**src/sv/stc_pkg.sv**
```systemverilog
// shared types, constants and microcode rom for the sinc series evaluator
package stc_pkg;

	localparam int TERM_LIMIT_DEF = 64;
	localparam int FRAC_BITS_DEF  = 32;

	localparam int ARG_W   = 32;
	localparam int ARG_FRAC = 28;
	localparam int SUM_W   = 48;
	localparam int USED_W  = 7;
	localparam int TOL_W   = 32;
	localparam int CFG_W   = 32;
	localparam int SQ_W    = 64;
	localparam int MAG_W   = 63;
	localparam int D_W     = 16;
	localparam int ACC_W   = 128;
	localparam int CNT_W   = $clog2(MAG_W);
	localparam int PC_W    = 4;

	localparam logic [TOL_W-1:0]  TOL_RST = 32'd4295;
	localparam logic [USED_W-1:0] MAX_TERMS_RST = 7'd16;

	typedef enum logic [0:0] {
		REG_TOLERANCE = 1'b0,
		REG_MAX_TERMS = 1'b1
	} reg_idx_t;

	typedef enum logic [3:0] {
		OP_NOP,
		OP_IDLE,
		OP_SQ,
		OP_NEXT,
		OP_MUL,
		OP_CAP,
		OP_DIV,
		OP_ADD,
		OP_DONE
	} op_t;

	typedef enum logic [2:0] {
		CND_NONE,
		CND_NO_ACCEPT,
		CND_DIV_MORE,
		CND_STOP,
		CND_OUT_BUSY
	} cond_t;

	typedef struct packed {
		op_t             op;
		logic            a_hi;
		logic            b_hi;
		logic            mul_en;
		logic            acc_en;
		cond_t           cond;
		logic [PC_W-1:0] target;
		logic [PC_W-1:0] next;
	} uword_t;

	typedef struct packed {
		logic load;
		logic step;
	} div_ctl_t;

	localparam logic [PC_W-1:0] PC_IDLE = 4'd0;
	localparam logic [PC_W-1:0] PC_SQ   = 4'd1;
	localparam logic [PC_W-1:0] PC_NEXT = 4'd2;
	localparam logic [PC_W-1:0] PC_M0   = 4'd3;
	localparam logic [PC_W-1:0] PC_M1   = 4'd4;
	localparam logic [PC_W-1:0] PC_M2   = 4'd5;
	localparam logic [PC_W-1:0] PC_M3   = 4'd6;
	localparam logic [PC_W-1:0] PC_M4   = 4'd7;
	localparam logic [PC_W-1:0] PC_CAP  = 4'd8;
	localparam logic [PC_W-1:0] PC_DIV  = 4'd9;
	localparam logic [PC_W-1:0] PC_ADD  = 4'd10;
	localparam logic [PC_W-1:0] PC_DONE = 4'd11;

	function automatic uword_t ucode(input logic [PC_W-1:0] pc);
		uword_t w;
		w = '{OP_NOP, 1'b0, 1'b0, 1'b0, 1'b0, CND_NONE, PC_IDLE, PC_IDLE};
		case (pc)
			PC_IDLE: w = '{OP_IDLE, 1'b0, 1'b0, 1'b0, 1'b0, CND_NO_ACCEPT, PC_IDLE, PC_SQ};
			PC_SQ:   w = '{OP_SQ,   1'b0, 1'b0, 1'b0, 1'b0, CND_NONE, PC_IDLE, PC_ADD};
			PC_NEXT: w = '{OP_NEXT, 1'b0, 1'b0, 1'b0, 1'b0, CND_NONE, PC_IDLE, PC_M0};
			PC_M0:   w = '{OP_MUL,  1'b0, 1'b0, 1'b1, 1'b0, CND_NONE, PC_IDLE, PC_M1};
			PC_M1:   w = '{OP_MUL,  1'b0, 1'b1, 1'b1, 1'b1, CND_NONE, PC_IDLE, PC_M2};
			PC_M2:   w = '{OP_MUL,  1'b1, 1'b0, 1'b1, 1'b1, CND_NONE, PC_IDLE, PC_M3};
			PC_M3:   w = '{OP_MUL,  1'b1, 1'b1, 1'b1, 1'b1, CND_NONE, PC_IDLE, PC_M4};
			PC_M4:   w = '{OP_MUL,  1'b0, 1'b0, 1'b0, 1'b1, CND_NONE, PC_IDLE, PC_CAP};
			PC_CAP:  w = '{OP_CAP,  1'b0, 1'b0, 1'b0, 1'b0, CND_NONE, PC_IDLE, PC_DIV};
			PC_DIV:  w = '{OP_DIV,  1'b0, 1'b0, 1'b0, 1'b0, CND_DIV_MORE, PC_DIV, PC_ADD};
			PC_ADD:  w = '{OP_ADD,  1'b0, 1'b0, 1'b0, 1'b0, CND_STOP, PC_DONE, PC_NEXT};
			PC_DONE: w = '{OP_DONE, 1'b0, 1'b0, 1'b0, 1'b0, CND_OUT_BUSY, PC_DONE, PC_IDLE};
			default: w = '{OP_NOP,  1'b0, 1'b0, 1'b0, 1'b0, CND_NONE, PC_IDLE, PC_IDLE};
		endcase
		return w;
	endfunction

endpackage

```
**src/sv/stc_divider.sv**
```systemverilog
// restoring divider, one quotient bit per step
module stc_divider import stc_pkg::*; (
	input  logic             clk,
	input  logic             arst_n,
	input  div_ctl_t         ctl,
	input  logic [MAG_W-1:0] dividend,
	input  logic [D_W-1:0]   divisor,
	output logic [MAG_W-1:0] quotient,
	output logic             more
);

	logic [MAG_W-1:0] quo_q;
	logic [D_W-1:0]   rem_q;
	logic [D_W-1:0]   dvs_q;
	logic [CNT_W-1:0] cnt_q;
	logic [D_W:0]     rem_sh;
	logic [D_W+1:0]   diff;
	logic             qbit;
	logic [D_W-1:0]   rem_nxt;

	always_comb begin
		rem_sh  = {rem_q, quo_q[MAG_W-1]};
		diff    = {1'b0, rem_sh} - {2'b00, dvs_q};
		qbit    = ~diff[D_W+1];
		rem_nxt = qbit ? diff[D_W-1:0] : rem_sh[D_W-1:0];
	end

	always_ff @(posedge clk or negedge arst_n) begin
		if (!arst_n) begin
			cnt_q <= '0;
		end else if (ctl.load) begin
			cnt_q <= CNT_W'(MAG_W - 1);
		end else if (ctl.step && cnt_q != '0) begin
			cnt_q <= cnt_q - 1'b1;
		end
	end

	always_ff @(posedge clk) begin
		if (ctl.load) begin
			quo_q <= dividend;
			rem_q <= '0;
			dvs_q <= divisor;
		end else if (ctl.step) begin
			quo_q <= {quo_q[MAG_W-2:0], qbit};
			rem_q <= rem_nxt;
		end
	end

	assign quotient = quo_q;
	assign more     = (cnt_q != '0);

endmodule

```
**config.mk**
```make
export PLATFORM = sky130hd
export DESIGN_NAME = stc_divider
export DESIGN_NICKNAME = d
export VERILOG_FILES = /design/src/sv/stc_pkg.sv /design/src/sv/stc_divider.sv
export SDC_FILE = /design/constraint.sdc
export NUM_CORES = 1
export LEC_CHECK = 0
export BUFFER_PORTS_ARGS = -buffer_cell sky130_fd_sc_hd__buf_2
export CAP_MARGIN = 25
export CORE_ASPECT_RATIO = 0.7
export CORE_UTILIZATION = 30
export CTS_CLUSTER_SIZE = 16
export DETAILED_ROUTE_END_ITERATION = 8
export GPL_ROUTABILITY_DRIVEN = 0
export PLACE_DENSITY = 0.57
export RECOVER_POWER = 100
export SYNTH_ARGS = -nofsm -noshare
export SYNTH_HDL_FRONTEND = slang
export SYNTH_SLANG_ARGS = --single-unit
```
**constraint.sdc**
```tcl
create_clock -name clk -period 3.8 [get_ports clk]
set_clock_uncertainty 0.05 [all_clocks]
set_input_delay 0.19 -clock clk [delete_from_list [all_inputs] [get_ports clk]]
set_output_delay 0.19 -clock clk [all_outputs]
set_load 0.03 [all_outputs]
```
==> run metrics <==
status complete, but fails checks; failing checks max-capacitance violations, max-slew violations; cts repair resizes 0; layout cell share with drive strength beyond 1 0.3084; antenna fix cells 0; HPWL after detailed placement 7.987 mm; Row Count 39; crit end category flop; Power, Total 2.783 mW; largest net degree at the start of global routing 66; RSZ-0062 raised after global routing false; Seq/Total Area, Yosys 0.5706; cell mode on critical path o21ai_0; Layout area overhead 26.62%; post-synthesis register bit count 101; cts bufs inserted 9; Worst Reg-to-Reg Cells 9; first-pass GRT wire length 16.87 mm; H-tree depth 3; ys async rst share 0.05941; GRT overflow 0; post-route setup TNS 0 ns; Vias 3,456; # nets final 645; period utilisation layout 0.7399; DIE HEIGHT 109.8 µm; min-delay worst type primary input to flop; overall die area 17,140 µm²; Crit-path slowest cell o21bai_2; leakage power 2.589 nW; Net Count, Synth 481; top cells by count, synth edfxtp_1 (79), mux2_2 (64), nor2_1 (25), inv_1 (23), nand2_1 (19); Ys Warns 0; crit path max fanout 14; Final Max Tran Viols 66; Sink Count 101; Worst-path clk slew 0.08 ns; Rel. slew slack -0.01687; Clock Latency Late Sink 0.35 ns; I/O Pins 147; Startpoint Class flop; fin crit period 2.812 ns; final hold vios 0; predominant post-synthesis flop cell edfxtp_1; Yosys top cell area share 0.4761; Root Buffer clkbuf_16; vias in the first global route 3,242; FMAX 0.3556 GHz; Initial Utilization 0.3057; synth unique cells 44; required time worst endpoint 4.02 ns; count leader, synth edfxtp_1; Worst-Margin Slew 1.525 ns; setup violators final 0; Syn Inst Count 379; critical path arrival 3.04 ns; DR WL/cell 14.40 µm; kind of critical path flop to flop; Clock Path Buffers 2; worst setup margin 0.9882 ns; IO Port Bufs 146; CP peak stage delay 0.78 ns; Post-DRT Antenna Nets 0; Global Route Usage Sum 0.1286; hold depth 2; drc violations 0; CP cell instances inv_1 > ha_1 > a21oi_1 > nor2_1 > o21ai_0 > nand2_1 > o21bai_2 > mux2_2 > o21ai_0; Avg Cell Area, Syn 13.15 µm²; Post-Syn Area 4982 µm²; EDFF count, synth 79; peak supply drop 0.2066 mV; Via density 4.471; DR pass1 iterations 6; chip width 156.0 µm; MaxCap Viol Count 1; area leader, netlist edfxtp_1; CTS tree yes; Synth area leaders edfxtp_1 (48%), mux2_2 (14%), dfxtp_1 (6.4%), ha_1 (4.5%), dfrtp_1 (3.0%); Post-Route WL 11.13 mm; CORE AREA 16,300 µm²; antenna violations before repair 0; Power Density 441.1 nW/µm²; pre-CTS setup slack 1.213 ns; DR iter-0 viols 227
## kinds of logic after synthesis
kind of cell	Yosys count	share of synthesized area
xor gates and xnor gates	18	0.03164
DFF	101	0.5706
muxes	77	0.1708
buffers and inverters	35	0.02963
AOI/OAI and AO/OA	53	0.07609
and+or+nand+nor	76	0.07208
adders and majority gates	19	0.04922
## power breakdown
part / total [mW] / internal (mW) / switching (mW)
Combinational: 0.541 / 0.202 / 0.338
Sequential: 1.36 / 1.31 / 0.0498
Clock: 0.883 / 0.454 / 0.429
## flip-flops by register name, summed over array words and instances (netlist names)
| name | flops |
|---|---|
| cnt_q | 6 |
| dvs_q | 16 |
| quotient | 63 |
| rem_q | 16 |
## final cells by class
class	count	area, µm²
timing repair buffer	165	829.5
inverter	23	86.33
multi-input combinational	243	1984
sequential	101	2843
clock inverter	7	58.81
tap	225	281.5
clock buffer	9	225.2
fill	1670	9990
## timing repair
action | in CTS | in global routing
buffers inserted | 0 | 0
hold buffers | 17 | 0
hold endpoints to repair | 22 | 0
## worst max-delay path: cells and delay by family, from the launching register on
family | cells | cell delay [ns]
AO/OA/AOI/OAI | 4 | 1.32
adder cells (fa/ha/maj) | 1 | 0.36
buffers and inverters | 1 | 0.05
flip-flops | 1 | 0.35
multiplexers | 1 | 0.41
AND/OR/NAND/NOR | 2 | 0.20
## worst paths after layout
kind                                    from      endpoint  slack, ns
worst max-delay path                dvs_q[6]      rem_q[0]       0.99
worst min-delay path            dividend[36]  quotient[36]       0.09
worst max register to register      dvs_q[6]      rem_q[0]       0.99
worst min register to register     rem_q[15]     rem_q[15]       0.43
max in group asynchronous             arst_n      cnt_q[4]       3.21
min in group asynchronous             arst_n      cnt_q[5]       0.22
## metrics by stage
step                instance area (µm²)  hold slack [ns]  utilization  std cells
floorplan                          4982          -0.1556            -        379
global placement                   5951         -0.03010       0.3651        740
detailed placement                 5951         -0.02097       0.3651        740
CTS                                6405          0.07341       0.3930        773
global route                       6309          0.07364       0.3871        773
finish                             6309          0.09188       0.3871        773
## layer usage
layer	track usage	vias up	wire, µm
met5	0	-	0
met4	0.04062	0	94
met3	0.02759	9	397
met2	0.1923	80	5096
met1	0.1843	1645	5541
li1	-	1722	-
## layout by cell type, fill, tap and decap left out, drive strengths merged, types with 3 or more instances in the layout
master / netlist / routed
edfxtp: 79 / 79
dfxtp: 16 / 16
nand2: 19 / 19
xor2: 9 / 9
inv: 23 / 25
clkbuf: 11 / 78
dfrtp: 6 / 6
nand3: 5 / 5
xnor2: 9 / 9
buf: 1 / 79
a211oi: 6 / 6
dlygate4sd3: 0 / 17
nand2b: 8 / 8
clkinv: 0 / 4
and2: 3 / 3
a21oi: 16 / 16
o21ai: 15 / 15
ha: 18 / 18
mux2i: 13 / 13
mux2: 64 / 64
a21o: 4 / 4
nor2b: 4 / 4
nor2: 25 / 25
nor3: 5 / 5
Note: power is estimated with default switching activity, not from simulation.
